$ cat src/rtl/ssbf_pkg.sv
package ssbf_pkg;

    localparam int CMD_W   = 2;
    localparam int BYTE_W  = 8;
    localparam int COUNT_W = 5;

    typedef enum logic [CMD_W-1:0] {
        CMD_XFER  = 2'd0,
        CMD_PUT   = 2'd1,
        CMD_GET   = 2'd2,
        CMD_FLUSH = 2'd3
    } cmd_t;

    typedef struct packed {
        logic [BYTE_W-1:0]  miso_byte;
        logic [BYTE_W-1:0]  read_byte;
        logic [COUNT_W-1:0] rx_count;
        logic               rx_dropped;
        logic               tx_dropped;
        logic               rx_empty;
    } res_t;

endpackage

$ cat src/rtl/ssbf_ram.sv
module ssbf_ram #(
    parameter int DEPTH = 32,
    parameter int AW    = 5
) (
    input  logic                        aclk,
    input  logic                        wr_en,
    input  logic [AW-1:0]               wr_addr,
    input  logic [ssbf_pkg::BYTE_W-1:0] wr_data,
    input  logic [AW-1:0]               rd_addr,
    output logic [ssbf_pkg::BYTE_W-1:0] rd_data
);

    logic [ssbf_pkg::BYTE_W-1:0] mem [DEPTH];
    logic [ssbf_pkg::BYTE_W-1:0] rd_data_reg;

    always_ff @(posedge aclk) begin
        if (wr_en) begin
            mem[wr_addr] <= wr_data;
        end
    end

    always_ff @(posedge aclk) begin
        rd_data_reg <= mem[rd_addr];
    end

    assign rd_data = rd_data_reg;

endmodule

$ cat src/rtl/spi_slave_byte_fifo_core.sv
// byte side of an spi slave with a receive ring and a transmit ring
//
// input channel s_*: one item per command in s_cmd (transfer done, put
// transmit byte, get received byte, flush receive ring) with s_data
// result channel m_*: exactly one item per input item, in order
//
// an item that needs no ring read (store, queue, drop, flush, empty get,
// transfer done with an empty transmit ring) is answered at the edge it is
// taken: its result shows on m_* in the cycle after acceptance
// an item that pops a byte (get, or transfer done with queued transmit
// data) reads the ring memory, whose read data is registered, so its
// result passes the read state, then the output register, with input held
// off in that state; one item per cycle holds only without pops or stalls
//
// each ring keeps one slot free and holds depth minus one bytes
// reset empties both rings and the shift register; ring contents are not
// cleared, no clearing pass is needed
// while m_ready is low the result stays in the output register; one new
// item may still be taken only when that register drains in the same cycle
module spi_slave_byte_fifo_core #(
    parameter int RX_DEPTH = 32,
    parameter int TX_DEPTH = 32
) (
    input  logic                         aclk,
    input  logic                         aresetn,
    input  logic                         s_valid,
    output logic                         s_ready,
    input  logic [ssbf_pkg::CMD_W-1:0]   s_cmd,
    input  logic [ssbf_pkg::BYTE_W-1:0]  s_data,
    output logic                         m_valid,
    input  logic                         m_ready,
    output logic [ssbf_pkg::BYTE_W-1:0]  m_miso_byte,
    output logic [ssbf_pkg::BYTE_W-1:0]  m_read_byte,
    output logic [ssbf_pkg::COUNT_W-1:0] m_rx_count,
    output logic                         m_rx_dropped,
    output logic                         m_tx_dropped,
    output logic                         m_rx_empty
);

    localparam int RX_AW = $clog2(RX_DEPTH);
    localparam int TX_AW = $clog2(TX_DEPTH);
    localparam int CW    = RX_AW + 1;
    localparam int CXW   = CW + ssbf_pkg::COUNT_W;

    typedef enum logic {
        ST_IDLE,
        ST_READ
    } state_t;

    state_t                      state_reg, state_next;
    logic [RX_AW-1:0]            rx_head_reg, rx_head_next;
    logic [RX_AW-1:0]            rx_tail_reg, rx_tail_next;
    logic [TX_AW-1:0]            tx_head_reg, tx_head_next;
    logic [TX_AW-1:0]            tx_tail_reg, tx_tail_next;
    logic [ssbf_pkg::BYTE_W-1:0] shift_byte_reg, shift_byte_next;
    logic                        shift_loaded_reg, shift_loaded_next;
    logic                        m_valid_reg, m_valid_next;
    ssbf_pkg::res_t              res_reg, res_next;
    ssbf_pkg::res_t              pend_res_reg, pend_res_next;
    logic                        pend_tx_reg, pend_tx_next;

    logic [RX_AW-1:0]            rx_head_inc, rx_tail_inc;
    logic [TX_AW-1:0]            tx_head_inc, tx_tail_inc;
    logic                        rx_we, tx_we;
    logic [RX_AW-1:0]            rx_waddr;
    logic [TX_AW-1:0]            tx_waddr;
    logic [ssbf_pkg::BYTE_W-1:0] rx_rdata, tx_rdata;
    logic                        accept, read_rx, read_tx;
    logic [CW-1:0]               cnt;
    logic [CXW-1:0]              cnt_ext;
    ssbf_pkg::res_t              res_cur;

    assign rx_head_inc = (rx_head_reg == RX_AW'(RX_DEPTH - 1)) ? '0 : rx_head_reg + 1'b1;
    assign rx_tail_inc = (rx_tail_reg == RX_AW'(RX_DEPTH - 1)) ? '0 : rx_tail_reg + 1'b1;
    assign tx_head_inc = (tx_head_reg == TX_AW'(TX_DEPTH - 1)) ? '0 : tx_head_reg + 1'b1;
    assign tx_tail_inc = (tx_tail_reg == TX_AW'(TX_DEPTH - 1)) ? '0 : tx_tail_reg + 1'b1;

    assign s_ready = (state_reg == ST_IDLE) && (!m_valid_reg || m_ready);
    assign accept  = s_valid && s_ready;

    ssbf_ram #(
        .DEPTH (RX_DEPTH),
        .AW    (RX_AW)
    ) u_rx_ram (
        .aclk    (aclk),
        .wr_en   (rx_we),
        .wr_addr (rx_waddr),
        .wr_data (s_data),
        .rd_addr (rx_tail_inc),
        .rd_data (rx_rdata)
    );

    ssbf_ram #(
        .DEPTH (TX_DEPTH),
        .AW    (TX_AW)
    ) u_tx_ram (
        .aclk    (aclk),
        .wr_en   (tx_we),
        .wr_addr (tx_waddr),
        .wr_data (s_data),
        .rd_addr (tx_tail_inc),
        .rd_data (tx_rdata)
    );

    always_comb begin
        state_next        = state_reg;
        rx_head_next      = rx_head_reg;
        rx_tail_next      = rx_tail_reg;
        tx_head_next      = tx_head_reg;
        tx_tail_next      = tx_tail_reg;
        shift_byte_next   = shift_byte_reg;
        shift_loaded_next = shift_loaded_reg;
        m_valid_next      = m_valid_reg;
        res_next          = res_reg;
        pend_res_next     = pend_res_reg;
        pend_tx_next      = pend_tx_reg;
        rx_we             = 1'b0;
        tx_we             = 1'b0;
        rx_waddr          = rx_head_inc;
        tx_waddr          = tx_head_inc;
        read_rx           = 1'b0;
        read_tx           = 1'b0;
        res_cur           = '0;
        cnt               = '0;
        cnt_ext           = '0;

        if (m_valid_reg && m_ready) begin
            m_valid_next = 1'b0;
        end

        unique case (state_reg)
            ST_IDLE: begin
                if (accept) begin
                    unique case (ssbf_pkg::cmd_t'(s_cmd))
                        ssbf_pkg::CMD_XFER: begin
                            if (rx_head_inc == rx_tail_reg) begin
                                res_cur.rx_dropped = 1'b1;
                            end else begin
                                rx_head_next = rx_head_inc;
                                rx_we        = 1'b1;
                            end
                            if (tx_head_reg != tx_tail_reg) begin
                                tx_tail_next      = tx_tail_inc;
                                shift_loaded_next = 1'b1;
                                read_tx           = 1'b1;
                            end else begin
                                shift_byte_next   = '0;
                                shift_loaded_next = 1'b0;
                            end
                        end
                        ssbf_pkg::CMD_PUT: begin
                            if (tx_head_reg == tx_tail_reg && !shift_loaded_reg) begin
                                shift_byte_next   = s_data;
                                shift_loaded_next = 1'b1;
                            end else if (tx_head_inc != tx_tail_reg) begin
                                tx_we        = 1'b1;
                                tx_head_next = tx_head_inc;
                            end else begin
                                res_cur.tx_dropped = 1'b1;
                            end
                        end
                        ssbf_pkg::CMD_GET: begin
                            if (rx_head_reg == rx_tail_reg) begin
                                res_cur.rx_empty = 1'b1;
                            end else begin
                                rx_tail_next = rx_tail_inc;
                                read_rx      = 1'b1;
                            end
                        end
                        ssbf_pkg::CMD_FLUSH: begin
                            rx_head_next = rx_tail_reg;
                        end
                        default: begin
                        end
                    endcase
                    // receive count from the indices after the step
                    if (rx_head_next >= rx_tail_next) begin
                        cnt = CW'(rx_head_next) - CW'(rx_tail_next);
                    end else begin
                        cnt = CW'(RX_DEPTH) - CW'(rx_tail_next) + CW'(rx_head_next);
                    end
                    cnt_ext           = CXW'(cnt);
                    res_cur.miso_byte = shift_byte_next;
                    res_cur.rx_count  = cnt_ext[ssbf_pkg::COUNT_W-1:0];
                    if (read_rx || read_tx) begin
                        pend_res_next = res_cur;
                        pend_tx_next  = read_tx;
                        state_next    = ST_READ;
                    end else begin
                        res_next     = res_cur;
                        m_valid_next = 1'b1;
                    end
                end
            end
            ST_READ: begin
                res_next = pend_res_reg;
                if (pend_tx_reg) begin
                    shift_byte_next    = tx_rdata;
                    res_next.miso_byte = tx_rdata;
                end else begin
                    res_next.read_byte = rx_rdata;
                end
                m_valid_next = 1'b1;
                state_next   = ST_IDLE;
            end
            default: begin
                state_next = ST_IDLE;
            end
        endcase
    end

    always_ff @(posedge aclk) begin
        if (!aresetn) begin
            state_reg        <= ST_IDLE;
            rx_head_reg      <= '0;
            rx_tail_reg      <= '0;
            tx_head_reg      <= '0;
            tx_tail_reg      <= '0;
            shift_byte_reg   <= '0;
            shift_loaded_reg <= 1'b0;
            m_valid_reg      <= 1'b0;
        end else begin
            state_reg        <= state_next;
            rx_head_reg      <= rx_head_next;
            rx_tail_reg      <= rx_tail_next;
            tx_head_reg      <= tx_head_next;
            tx_tail_reg      <= tx_tail_next;
            shift_byte_reg   <= shift_byte_next;
            shift_loaded_reg <= shift_loaded_next;
            m_valid_reg      <= m_valid_next;
        end
        res_reg      <= res_next;
        pend_res_reg <= pend_res_next;
        pend_tx_reg  <= pend_tx_next;
    end

    assign m_valid      = m_valid_reg;
    assign m_miso_byte  = res_reg.miso_byte;
    assign m_read_byte  = res_reg.read_byte;
    assign m_rx_count   = res_reg.rx_count;
    assign m_rx_dropped = res_reg.rx_dropped;
    assign m_tx_dropped = res_reg.tx_dropped;
    assign m_rx_empty   = res_reg.rx_empty;

endmodule

$ cat config.mk
export PLATFORM = sky130hd
export DESIGN_NAME = spi_slave_byte_fifo_core
export DESIGN_NICKNAME = d
export VERILOG_FILES = /design/src/rtl/ssbf_pkg.sv /design/src/rtl/ssbf_ram.sv /design/src/rtl/spi_slave_byte_fifo_core.sv
export SDC_FILE = /design/constraint.sdc
export NUM_CORES = 1
export LEC_CHECK = 0
export ABC_CLOCK_PERIOD_IN_PS = 4300
export BUFFER_PORTS_ARGS = -buffer_cell sky130_fd_sc_hd__buf_2
export CORE_MARGIN = 5
export CORE_UTILIZATION = 63
export CTS_CLUSTER_DIAMETER = 200
export DETAILED_ROUTE_END_ITERATION = 10
export PLACE_DENSITY = 0.77
export SETUP_SLACK_MARGIN = 0.02
export SKIP_LAST_GASP = 1
export SYNTH_ARGS = -nofsm -noshare
export SYNTH_HDL_FRONTEND = slang
export SYNTH_SLANG_ARGS = --single-unit
$ cat constraint.sdc
create_clock -name aclk -period 4.3 [get_ports aclk]
set_input_delay 0.86 -clock aclk [delete_from_list [all_inputs] [get_ports aclk]]
set_output_delay 0.86 -clock aclk [all_outputs]
set_load 0.005 [all_outputs]
Word level (Yosys, flattened, before mapping)
Memories as Yosys holds them, arrays and structs flattened. A register that Yosys moved wholly into a read port is not among the register bits.
Index checks and enable logic that the tools add are counted.

storage, ports and cells
  flip-flop bits (word level) = 72
  output and inout bits = 26
  memories = 2
  input bits = 14
  bits in writable memories = 512

cells by class
  muxes and demuxes = 61
  bitwise gates (word level) = 2
  reduce and logical (&&, ||, !) cells = 17
  eq/ne operators = 16
  $lt $le $gt $ge = 1
  add/subtract/negate cells = 7

memory list
  memory        words  bits a word  read ports  clocked after Yosys merged registers in  wr ports  RTL line        text
  u_rx_ram.mem  32     8            1           1                                        1         ssbf_ram.sv:13  logic [ssbf_pkg::BYTE_W-1:0] mem [DEPTH];
  u_tx_ram.mem  32     8            1           1                                        1         ssbf_ram.sv:13

operators by type and width
  operator                                                                count
  5-bit two-way mux                                                       12
  24-bit two-way mux                                                      2
  8-bit two-way mux                                                       6
  24-bit case mux with 2 select lines                                     1
  1-bit two-way mux                                                       34
  8-bit case mux with 2 select lines                                      2
  5-bit by 1-bit adder with 5-bit output (second input constant)          4
  5-bit equality test (second input constant)                             4
  5-bit equality test                                                     3
  5-bit != test                                                           2
  5-bit case mux with 2 select lines                                      1
  4-bit AND reduction                                                     2
  2-bit != test (second input constant)                                   3
  1-bit case mux with 2 select lines                                      3
  2-bit AND reduction                                                     3
  5-bit adder                                                             1
  5-bit greater-or-equal comparator                                       1
  5-bit AND reduction                                                     1
  1-bit by 5-bit subtractor with 5-bit output (first input constant)      1
  5-bit subtractor                                                        1
  2-bit equality test (second input constant)                             2
  1-bit logical AND                                                       4
  3-bit AND reduction                                                     1
  2-bit by 1-bit equality test with 1-bit output (second input constant)  1
  other kinds (6)                                                         9

Longest topological paths before layout
Gate-level depths: netlist of run 1.

  depth in word-level cells = 12
  mapped depth = 18

Modules after synthesis
Synthesis of run 1 repeated with hierarchy kept, for this count alone.

unflattened totals
  cells, all modules = 1249
  area, all modules = 24284.5 um2

by module, submodules not included
  module                    area an instance (um2)  sequential area each (um2)  times used  cells an instance
  ssbf_ram                  10053.4                 7847.5                      2           417
  spi_slave_byte_fifo_core  4177.8                  1851.8                      1           415

Least setup slack after synthesis of run 1
No wires, ideal clock.

  path kind = reg-to-reg
  from = register tx_head_reg[0]
  to = memory u_tx_ram.mem[4][0] (netlist name) (enable)
  path slack = 0.589 ns
  path buffers = 2
  stages on the path, launching flop included = 12
  arrival time = 3.317 ns
  data required time = 3.905 ns
  cells stage by stage = dfxtp_1 -> ha_1 -> and3_1 -> ha_1 -> clkbuf_1 -> xor2_1 -> nor3_1 -> nand4b_1 -> nor3b_1 -> clkbuf_1 -> nand2_1 -> nor4_1

between the ends
  word-level cells in the longest chain between the ends = 10
  elaborated cells on any way between the ends = 13

RTL lines
  item                                                                                  RTL line                         text
  start: declaration                                                                    spi_slave_byte_fifo_core.sv:53   logic [TX_AW-1:0] tx_head_reg, tx_head_next;
  start signal: assignment                                                              spi_slave_byte_fifo_core.sv:226  tx_head_reg <= tx_head_next;
  5-bit by 1-bit adder with 5-bit output / 5-bit equality test (equally long branches)  spi_slave_byte_fifo_core.sv:75   assign tx_head_inc = (tx_head_reg == TX_AW'(TX_DEPTH - 1)) ? '0 : tx_head_reg + 1'b1;
  5-bit two-way mux (*)                                                                 spi_slave_byte_fifo_core.sv:75
  named net tx_head_inc[4]                                                              spi_slave_byte_fifo_core.sv:63   logic [TX_AW-1:0] tx_head_inc, tx_tail_inc;
  5-bit != test                                                                         spi_slave_byte_fifo_core.sv:155  end else if (tx_head_inc != tx_tail_reg) begin
  1-bit two-way mux                                                                     spi_slave_byte_fifo_core.sv:155
  1-bit two-way mux                                                                     spi_slave_byte_fifo_core.sv:152  if (tx_head_reg == tx_tail_reg && !shift_loaded_reg) begin
  1-bit two-way mux                                                                     spi_slave_byte_fifo_core.sv:134  unique case (ssbf_pkg::cmd_t'(s_cmd))
  1-bit two-way mux                                                                     spi_slave_byte_fifo_core.sv:133  if (accept) begin
  1-bit two-way mux                                                                     spi_slave_byte_fifo_core.sv:131  unique case (state_reg)
  1-bit two-way mux                                                                     ssbf_ram.sv:17                   if (wr_en) begin
  1-bit two-way mux (implied by the code)                                               ssbf_ram.sv:18                   mem[wr_addr] <= wr_data;
  end: declaration                                                                      ssbf_ram.sv:13

The timed path passes the listed nets; every way through them passes the cells marked *.

==> out/results.tsv, run 1 <==
stage	metric	value	unit
timing	worstMarginPinSlew	0.952	ns
timing	period_needed	3.99	ns
cts	cts_setup_buffers	0	
cts	cts_resized	0	
power_and_ir_drop	p_leak	9.27	nW
logic_synthesis	synth-xor-area-share	1.08	%
timing	drv_slew	0	
worst_setup_path	cp.required	4.67	ns
timing	fin_crit_sh	92.9	%
logic_synthesis	synth_top_family_by_area	multiplexers	
floorplan	start_util	64.0	%
power_and_ir_drop	power_density	429	nW/um^2
logic_synthesis	synth_compound_area_share	3.46	%
worst_setup_path	crit_fanout	10	
logic_synthesis	ys_ff_latch	600	
final_layout	area_growth	12.3	%
cts	h-tree-depth	2	
logic_synthesis	yosysTopAreaCellShare	66.7	%
final_layout	register_area	17500	sq um
final_layout	n_antenna_cell	0	
logic_synthesis	ys.flop_type	edfxtp_1	
logic_synthesis	synthAdderAreaFrac	1.00	%
detailed_routing	ant_nets	0	
cts	cts_root_buf	clkbuf_16	
cts	cts_num_sinks	600	
cts	clkTransAtPathRegs	0.06	ns
detailed_routing	viasPerCell	6.21	
outcome	status	finished clean	
timing	finalWorstSetupSlack	0.307	ns
floorplan	dieWidth	209	microns
logic_synthesis	synth_cells	1433	
logic_synthesis	synth_edf_count	553	
logic_synthesis	syn-cell-area	24900	sq um
worst_setup_path	critPathLaunchType	flop	
floorplan	ioPinCount	40	
detailed_routing	wl	53300	microns
logic_synthesis	async_reset_ff_share	0	%
detailed_routing	wl_per_cell	25.3	microns
worst_setup_path	arrival	4.36	ns
cts	cts-buffers-inserted	59	
timing	grt_setup_unrepaired	false	
final_layout	final_net_count	1571	
global_routing	grt_overflow	0	
place	port_buffers	39	
global_routing	track_usage	24.6	%
timing	fin_skew	0.0151	ns
floorplan	fp.coreArea	38900	sq um
logic_synthesis	syn_nets	1467	
final_layout	drive_above_1_share	21.2	%
place	dp_slack	0.423	ns
floorplan	die-area	43600	sq um
place	gp_congestion	0.870	
timing	holdWs	0.483	ns
cts	ctsHoldBuffers	0	
logic_synthesis	synth_common_cells	553 x edfxtp_1, 183 x mux2i_1, 99 x mux4_2, 64 x nand2_1, 64 x nor2_1	
floorplan	row_count	72	
timing	hold_viol	0	
worst_setup_path	critical_path_class	flop to flop	
place	place.detailed.hpwl	33000	microns
logic_synthesis	ys_top_cells_by_area	edfxtp_1 67%, mux4_2 8.9%, mux2i_1 7.4%	
logic_synthesis	yosys.area.top_type	edfxtp_1	
global_routing	grt_first_pass_wirelength	81400	microns
cts	clk_path_buf_depth	3	
logic_synthesis	syn_avg_cell_area	17.4	sq um
logic_synthesis	synth.area.mux_share	17.2	%
logic_synthesis	synth_most_common_cell	edfxtp_1	
detailed_routing	drtIter0Drc	1193	
global_routing	antenna_found_initial	0	
timing	tns	0	ns
detailed_routing	via_count	13065	
floorplan	die_h	209	microns
timing	setup_viol	0	
flow_run	maxCapViolations	0	
logic_synthesis	yosysWarningCount	0	
logic_synthesis	seq_area_frac_synth	70.4	%
hold_path	hold_class	flop to flop	
detailed_routing	drtPass1Iterations	5	
cts	clock_latency	0.61	ns
detailed_routing	drcViolationCount	0	
cts	cts_tree	done	
timing	slew_headroom	36.5	%
logic_synthesis	yosys.area_share.simple	5.08	%
timing	max_freq	250	MHz
global_routing	grt_max_degree	81	
logic_synthesis	ys_types	52	
worst_setup_path	endpoint_kind	flop	
global_routing	grt_pass1_vias	13455	
final_layout	nFillCells	2355	
power_and_ir_drop	ir_drop	360	uV
final_layout	multiInputGateArea	6970	sq um
==> routing by layer <==
metal  share of wire, %  vias up  track usage (%)
met5                  0        -                0
met4                3.7        0             8.80
met3                5.3      105             4.24
met2                 50      419             41.4
met1                 41     6680             33.0
li1                   -     5861                -
==> report_power, final <==
group	switching, mW	internal, mW
combinational	0.336	0.208
clock	2.12	2.88
sequential	0.0276	6.43
==> final cells by class <==
type / count / area share, %
clock buffer: 78 / 5.79
clock inverter: 32 / 0.988
tap: 518 / 2.32
inverter: 22 / 0.295
multi-input combinational: 734 / 24.9
sequential: 600 / 62.7
timing repair buffer: 120 / 3.00
==> worst paths after layout <==
| check | slack, ns | cells past startpoint | start | end |
|---|---|---|---|---|
| worst min register to register | 0.48 | 2 | shift_byte_reg[5] | shift_byte_reg[5] |
| worst max-delay path | 0.31 | 14 | rx_head_reg[1] | m_rx_count[4] |
| worst max register to register | 0.31 | 14 | rx_head_reg[1] | m_rx_count[4] |
| worst min-delay path | 0.48 | 2 | shift_byte_reg[5] | shift_byte_reg[5] |
==> critical path: stages (launching register included) <==
cell      delay, ns
dfxtp_1        0.49
ha_1           0.25
and3_1         0.17
ha_1           0.33
nor2_1         0.15
xnor2_1        0.21
and3_1         0.30
nand4_1        0.26
o221ai_1       0.46
xnor2_1        0.13
ha_1           0.21
nor3_1         0.17
o31ai_1        0.13
a221o_1        0.33
and3_1         0.16
==> kinds of logic after synthesis <==
group | after synthesis
DFF | 600
muxes | 301
and+or+nand+nor | 256
AOI/OAI and AO/OA | 128
buffers and inverters | 99
xor gates and xnor gates | 29
adders and majority gates | 20
==> placed cells by master (no fill, tap or decap), drive strengths merged, types with 13 or more instances in the layout <==
cell type	n
mux2	19
edfxtp	553
inv	23
a22o	17
xnor2	15
and3	21
ha	20
xor2	14
and2	14
mux4	99
a21boi	14
a21oi	22
o211ai	16
clkinv	27
dfxtp	47
clkbuf	78
nand2b	22
nor4	13
mux2i	183
nand2	64
nor2	64
nor2b	24
nand3	13
o21ai	30
buf	120
==> per-stage QoR <==
stage	area [sq um]	util (%)	std cells	total power, mW
floorplan	24900	-	1433	6.90
global placement	26100	67.0	1994	7.11
detailed placement	26100	67.0	1994	7.12
CTS	28000	71.9	2104	12.1
global route	28000	71.9	2104	12.4
finish	28000	71.9	2104	12.0
Power figures use the tool's default switching activity.
==> run 2, diff against run 1 <==
Settings changed: ABC_CLOCK_PERIOD_IN_PS 4300 to 3500, CORE_UTILIZATION 63 to 41, PLACE_DENSITY 0.77 to 0.55.
Clock period 4.3 ns to 3.5 ns, I/O delays scaled along.
==> run 2 against run 1 <==
Effect of this change:
- worst hold slack got worse by 0.12 ns
- sequential share of layout area decreased by 1.9 points
- non-clock buffer count grew 65
- cell count grew 16%
- register-to-register slack got worse by 0.24 ns
- power up 23%
- design area increased by 3.1%
- sequential power rose by 23%
- first-iteration DRC count decreased by 25%
- critical path depth grew 1
- largest cell class unchanged
==> out/results.tsv, run 2 (synthesis gave the netlist of run 1 again) <==
stage	metric	value	unit	change
outcome	status	finished clean		unchanged
cts	clkTransAtPathRegs	0.06	ns	about the same
floorplan	row_count	90		was 72
cts	h-tree-depth	2		unchanged
worst_setup_path	critPathBufInv	1		was 0
floorplan	start_util	41.4	%	was 64.0%
timing	worstMarginPinSlew	0.832	ns	was 0.952 ns
final_layout	mostFrequentLayoutCells	553 x edfxtp_1, 183 x mux2i_1, 139 x buf_4		was 553 x edfxtp_1, 183 x mux2i_1, 99 x mux4_2
worst_setup_path	critical_path_class	flop to flop		unchanged
floorplan	die-area	65800	sq um	was 43,600 sq um
global_routing	antenna_found_initial	0		unchanged
detailed_routing	viasPerCell	5.29		was 6.21
worst_setup_path	endpoint_kind	flop		unchanged
global_routing	grt_overflow	0		unchanged
final_layout	final_common_cell	edfxtp_1		unchanged
timing	slew_headroom	44.4	%	was 36.5%
flow_run	maxCapViolations	0		unchanged
timing	grt_setup_unrepaired	true		was false
place	port_buffers	39		unchanged
worst_setup_path	path_delay_family	compound AO/OA/AOI/OAI gates		was simple AND/OR/NAND/NOR gates
timing	period_needed	3.43	ns	was 3.99 ns
cts	cts_root_buf	clkbuf_16		unchanged
floorplan	ioPinCount	40		unchanged
place	dp_slack	-0.0248	ns	was 0.423 ns
place	gp_congestion	0.876		was 0.870
worst_setup_path	arrival	3.80	ns	was 4.36 ns
timing	fin_skew	0.0127	ns	was 0.0151 ns
detailed_routing	via_count	12880		was 13,065
global_routing	grt_first_pass_wirelength	85200	microns	was 81,400 microns
cts	cts-buffers-inserted	60		was 59
cts	clk_path_buf_depth	3		unchanged
worst_setup_path	cp.required	3.87	ns	was 4.67 ns
timing	drv_slew	0		unchanged
worst_setup_path	cpMostUsedCell	ha_1		
worst_setup_path	critPathLaunchType	flop		unchanged
place	place_area	27000	sq um	was 26,100 sq um
final_layout	design_area	28900	sq um	was 28,000 sq um
power_and_ir_drop	p_leak	9.59	nW	was 9.27 nW
timing	fin_crit_sh	98.0	%	was 92.9%
timing	setup_viol	0		unchanged
detailed_routing	drcViolationCount	0		unchanged
place	place.detailed.hpwl	36200	microns	was 33,000 microns
final_layout	area_growth	15.8	%	was 12.3%
hold_path	hold_class	primary input to flop		was flop to flop
detailed_routing	ant_nets	0		unchanged
final_layout	final_net_count	1637		was 1,571
detailed_routing	drtPass1Iterations	5		unchanged
cts	cts_tree	done		unchanged
timing	max_freq	292	MHz	was 250 MHz
detailed_routing	wl	56500	microns	was 53,300 microns
cts	cts_num_sinks	600		unchanged
floorplan	fp.coreArea	60200	sq um	was 38,900 sq um
global_routing	grt_max_degree	65		was 81
floorplan	die_h	257	microns	was 209 microns
timing	finalWorstSetupSlack	0.0713	ns	was 0.307 ns
detailed_routing	wl_per_cell	23.2	microns	was 25.3 microns
power_and_ir_drop	power_density	511	nW/um^2	was 429 nW/um^2
floorplan	dieWidth	257	microns	was 209 microns
worst_setup_path	cp_slowest_cell	or2_2		was dfxtp_1
worst_setup_path	worstPathCellList	ha_1 > and3_1 > ha_2 > or2_2 > a21oi_2 > a31oi_1 > a22o_1 > a22oi_1 > ha_1 > inv_1 > ha_1 > nor3_1 > o31ai_1 > a221o_1 > and3_1		was ha_1 > and3_1 > ha_1 > nor2_1 > xnor2_1 > and3_1 > nand4_1 > o221ai_1 > xnor2_1 > ha_1 > nor3_1 > o31ai_1 > a221o_1 > and3_1
final_layout	n_antenna_cell	0		unchanged
final_layout	drive_above_1_share	24.7	%	was 21.2%
cts	clock_latency	0.61	ns	about the same
cts	ctsHoldBuffers	0		unchanged
global_routing	track_usage	17.0	%	was 24.6%
worst_setup_path	max_stage_delay	0.35	ns	was 0.49 ns
detailed_routing	drtIter0Drc	894		was 1,193
power_and_ir_drop	ir_drop	408	uV	was 360 uV
worst_setup_path	crit_fanout	8		was 10
timing	hold_viol	0		unchanged
global_routing	grt_pass1_vias	13344		was 13,455
## run 2: final timing paths
path | startpoint | cells after the start | slack, ns | end
setup reg to reg | rx_head_reg[0] | 15 | 0.07 | m_rx_count[4]
hold reg to reg | shift_byte_reg[1] | 2 | 0.49 | shift_byte_reg[1]
hold / removal | s_valid | 3 | 0.36 | m_valid
setup / recovery | rx_head_reg[0] | 15 | 0.07 | m_rx_count[4]
## run 2: per-layer routing
layer  track usage (%)  part of all wire [%]  up-vias
met4              4.26                   2.2        0
met5                 0                     0        -
met2              29.5                    51      214
li1                  -                     -     5986
met1              22.8                    44     6592
met3              2.35                   3.3       88
## run 2: what timing repair did
action / CTS / global route
pin swaps: 0 / 1
setup buffers: 0 / 1
endpoints found under the setup margin: 1 / 23
resized for setup: 2 / 6
## run 2: worst reg2reg max path: stages (launching register included)
cell and delay [ns]:
dfxtp_1 0.31, ha_1 0.20, and3_1 0.18, ha_2 0.23
or2_2 0.35, a21oi_2 0.20, a31oi_1 0.13, a22o_1 0.23
a22oi_1 0.17, ha_1 0.20, inv_1 0.05, ha_1 0.20
nor3_1 0.18, o31ai_1 0.12, a221o_1 0.29, and3_1 0.16
## run 2: area by class of cell
class                           instances  area, sq um
Sequential cell                       600        17500
Fill cell                            5086        31400
Clock buffer                           77         1600
Tap cell                              782          978
Clock inverter                         33          253
Multi-Input combinational cell        734         7020
Timing Repair Buffer                  185         1380
Inverter                               22         82.6
## run 2: power breakdown
group          leakage (nW)  switching [mW]  internal, mW
registers              5.38          0.0261          7.90
clock network         0.911            2.66          3.43
logic                  3.29           0.442         0.290
## run 2: metrics by stage
| step | hold WS (ns) | power [mW] | setup TNS (ns) | utilization (%) | cells |
|---|---|---|---|---|---|
| after CTS | 0.322 | 14.9 | 0 | 47.8 | 2432 |
| final | 0.361 | 14.7 | 0 | 47.9 | 2433 |
| after global placement | 0.465 | 8.81 | 0 | 44.8 | 2322 |
| after detailed placement | 0.483 | 8.82 | -0.0248 | 44.8 | 2322 |
| after floorplan | 0.454 | 8.48 | -20.26 | - | 1433 |
| after global routing | 0.361 | 15.3 | -0.123 | 47.9 | 2433 |
==> run 3, diff against run 2 <==
Settings changed: ABC_CLOCK_PERIOD_IN_PS 3500 to 3900, PLACE_DENSITY 0.55 to 0.53, SKIP_CTS_REPAIR_TIMING set to 1.
Clock period 3.5 ns to 3.9 ns, I/O delays scaled along.
==> run 3 against run 2 <==
Effect of this change:
- first-iteration DRC count grew 10%
- clock skew down 0.0027 ns
- core utilization fell by 0.38 points
- highest routed layer unchanged
==> out/results.tsv, run 3 (synthesis gave the netlist of run 1 again) <==
stage	metric	value	unit	change
detailed_routing	via_count	12844		was 12,880
final_layout	area_growth	14.9	%	was 15.8%
detailed_routing	drtIter0Drc	983		was 894
timing	setup_viol	0		unchanged
floorplan	dieWidth	257	microns	unchanged
timing	finalWorstSetupSlack	0.200	ns	was 0.0713 ns
worst_setup_path	cpMostUsedCell	ha_1		unchanged
worst_setup_path	crit_cells	16		was 15
timing	holdWs	0.438	ns	was 0.361 ns
floorplan	ioPinCount	40		unchanged
timing	worstMarginPinSlew	1.10	ns	was 0.832 ns
final_layout	final_util	47.5	%	was 47.9%
cts	clk_path_buf_depth	3		unchanged
flow_run	maxCapViolations	0		unchanged
cts	cts_num_sinks	600		unchanged
cts	cts_root_buf	clkbuf_16		unchanged
power_and_ir_drop	internal_power	10.7	mW	was 11.6 mW
cts	clkTransAtPathRegs	0.07	ns	was 0.06 ns
floorplan	die_h	257	microns	unchanged
power_and_ir_drop	combPwrFrac	4.7	%	was 5.0%
worst_setup_path	cp.required	4.26	ns	was 3.87 ns
worst_setup_path	path_delay_family	simple AND/OR/NAND/NOR gates		was compound AO/OA/AOI/OAI gates
global_routing	top_usage_layer	met2		unchanged
hold_path	hold_class	primary input to flop		unchanged
global_routing	grt_pass1_vias	13081		was 13,344
power_and_ir_drop	p_sw	2.85	mW	was 3.12 mW
global_routing	track_usage	17.2	%	was 17.0%
power_and_ir_drop	ir_drop	345	uV	was 408 uV
worst_setup_path	arrival	4.06	ns	was 3.80 ns
power_and_ir_drop	p_total	13.6	mW	was 14.7 mW
global_routing	antenna_found_initial	0		unchanged
worst_setup_path	timing.rr.start	rx_head_reg[0]		unchanged
global_routing	use_met2	29.0	%	was 29.5%
detailed_routing	viasPerCell	5.37		was 5.29
timing	fin_skew	0.00991	ns	was 0.0127 ns
floorplan	fp.coreArea	60200	sq um	unchanged
worst_setup_path	endpoint_kind	flop		unchanged
power_and_ir_drop	seq_power_share	52.3	%	was 53.8%
worst_setup_path	ff2ff_path_depth	16		was 15
global_routing	use_met1	23.9	%	was 22.8%
global_routing	met3_usage	2.37	%	was 2.35%
detailed_routing	wl	57300	microns	was 56,500 microns
worst_setup_path	critical_path_class	flop to flop		unchanged
worst_setup_path	worstPathCellList	ha_1 > and3_1 > ha_1 > nor2b_2 > xnor2_1 > and3_2 > a31oi_1 > a22o_1 > a22oi_1 > ha_1 > inv_1 > ha_1 > nor3_1 > o31ai_1 > a221o_1 > and3_1		was ha_1 > and3_1 > ha_2 > or2_2 > a21oi_2 > a31oi_1 > a22o_1 > a22oi_1 > ha_1 > inv_1 > ha_1 > nor3_1 > o31ai_1 > a221o_1 > and3_1
worst_setup_path	max_stage_delay	0.32	ns	was 0.35 ns
cts	clock_latency	0.61	ns	about the same
timing	period_needed	3.70	ns	was 3.43 ns
global_routing	grt_max_degree	65		unchanged
worst_setup_path	cp-endpoint	m_rx_count[4]		unchanged
timing	drv_slew	0		unchanged
worst_setup_path	cp_slowest_cell	a221o_1		was or2_2
worst_setup_path	critPathLaunchType	flop		unchanged
outcome	status	finished clean		unchanged
floorplan	die-area	65800	sq um	unchanged
detailed_routing	ant_nets	0		unchanged
timing	fin_crit_sh	94.9	%	was 98.0%
final_layout	final_common_cell	edfxtp_1		unchanged
final_layout	drive_above_1_share	23.0	%	was 24.7%
worst_setup_path	startpoint	rx_head_reg[0]		unchanged
global_routing	grt_overflow	0		unchanged
timing	hold_viol	0		unchanged
global_routing	grt_first_pass_wirelength	86000	microns	was 85,200 microns
detailed_routing	drtPass1Iterations	5		unchanged
place	port_buffers	39		unchanged
floorplan	start_util	41.4	%	unchanged
timing	slew_headroom	26.8	%	was 44.4%
timing	max_freq	270	MHz	was 292 MHz
floorplan	row_count	90		unchanged
final_layout	n_antenna_cell	0		unchanged
worst_setup_path	crit_fanout	10		was 8
detailed_routing	drcViolationCount	0		unchanged
cts	cts_tree	done		unchanged
final_layout	mostFrequentLayoutCells	553 x edfxtp_1, 183 x mux2i_1, 99 x mux4_2, 99 x buf_4, 64 x nand2_1		was 553 x edfxtp_1, 183 x mux2i_1, 139 x buf_4
place	dp_slack	0.190	ns	was -0.0248 ns
place	place.detailed.hpwl	36800	microns	was 36,200 microns
detailed_routing	wl_per_cell	23.9	microns	was 23.2 microns
final_layout	final_net_count	1595		was 1,637
power_and_ir_drop	power_frac_clock	42.9	%	was 41.3%
power_and_ir_drop	swShare	21.0	%	was 21.2%
power_and_ir_drop	p_leak	9.41	nW	was 9.59 nW
worst_setup_path	critPathBufInv	1		unchanged
worst_setup_path	r2r_slack	0.20	ns	was 0.07 ns
place	gp_congestion	0.866		was 0.876
worst_setup_path	r2r-end	m_rx_count[4]		unchanged
cts	h-tree-depth	2		unchanged
cts	cts-buffers-inserted	60		unchanged
power_and_ir_drop	power_density	475	nW/um^2	was 511 nW/um^2
run 3: metal layers:
layer / vias up / share of wire (%)
met5: - / 0
met4: 0 / 2.3
met3: 78 / 3.8
met2: 279 / 49
met1: 6571 / 45
li1: 5916 / -
run 3: cell type report:
type / instances / area [sq um]
fill: 5089 / 31600
inverter: 22 / 82.6
timing repair buffer: 143 / 1040
multi-input combinational: 734 / 6990
clock buffer: 69 / 1570
clock inverter: 43 / 425
sequential: 600 / 17500
tap: 782 / 978
run 3: worst min path at each step:
stage | start | to | slack [ns] | depth (start not counted)
after floorplan | shift_byte_reg[6] | shift_byte_reg[6] | 0.45 | 2
after global placement | shift_byte_reg[1] | shift_byte_reg[1] | 0.47 | 2
after detailed placement | shift_byte_reg[1] | shift_byte_reg[1] | 0.48 | 2
after CTS | s_valid | m_valid | 0.40 | 3
after global routing | s_valid | m_valid | 0.43 | 3
final | s_valid | m_valid | 0.44 | 3
run 3: power groups by stage:
| stage | combinational (mW) | clock, mW | sequential [mW] |
|---|---|---|---|
| floorplan | 0.362 | 0 | 7.24 |
| global placement | 0.646 | 0 | 7.25 |
| detailed placement | 0.654 | 0 | 7.25 |
| CTS | 0.655 | 5.98 | 7.11 |
| global route | 0.697 | 6.25 | 7.11 |
| finish | 0.641 | 5.83 | 7.11 |
run 3: worst reg2reg max path: cells and delay by family, from the launching register on:
kind            cells  cell delay, ns
compound gates      5            0.99
xor+xnor            1            0.17
fa+ha+maj           4            0.91
buf+inv             1            0.05
flops               1            0.31
simple gates        5            1.04
run 3: per-stage QoR:
stage,cell area (sq um),setup TNS (ns),instances
after global routing,28600,-0.00778,2393
final,28600,0,2393
after CTS,28600,0,2393
after global placement,26600,0,2281
after floorplan,24900,0,1433
after detailed placement,26600,0,2281
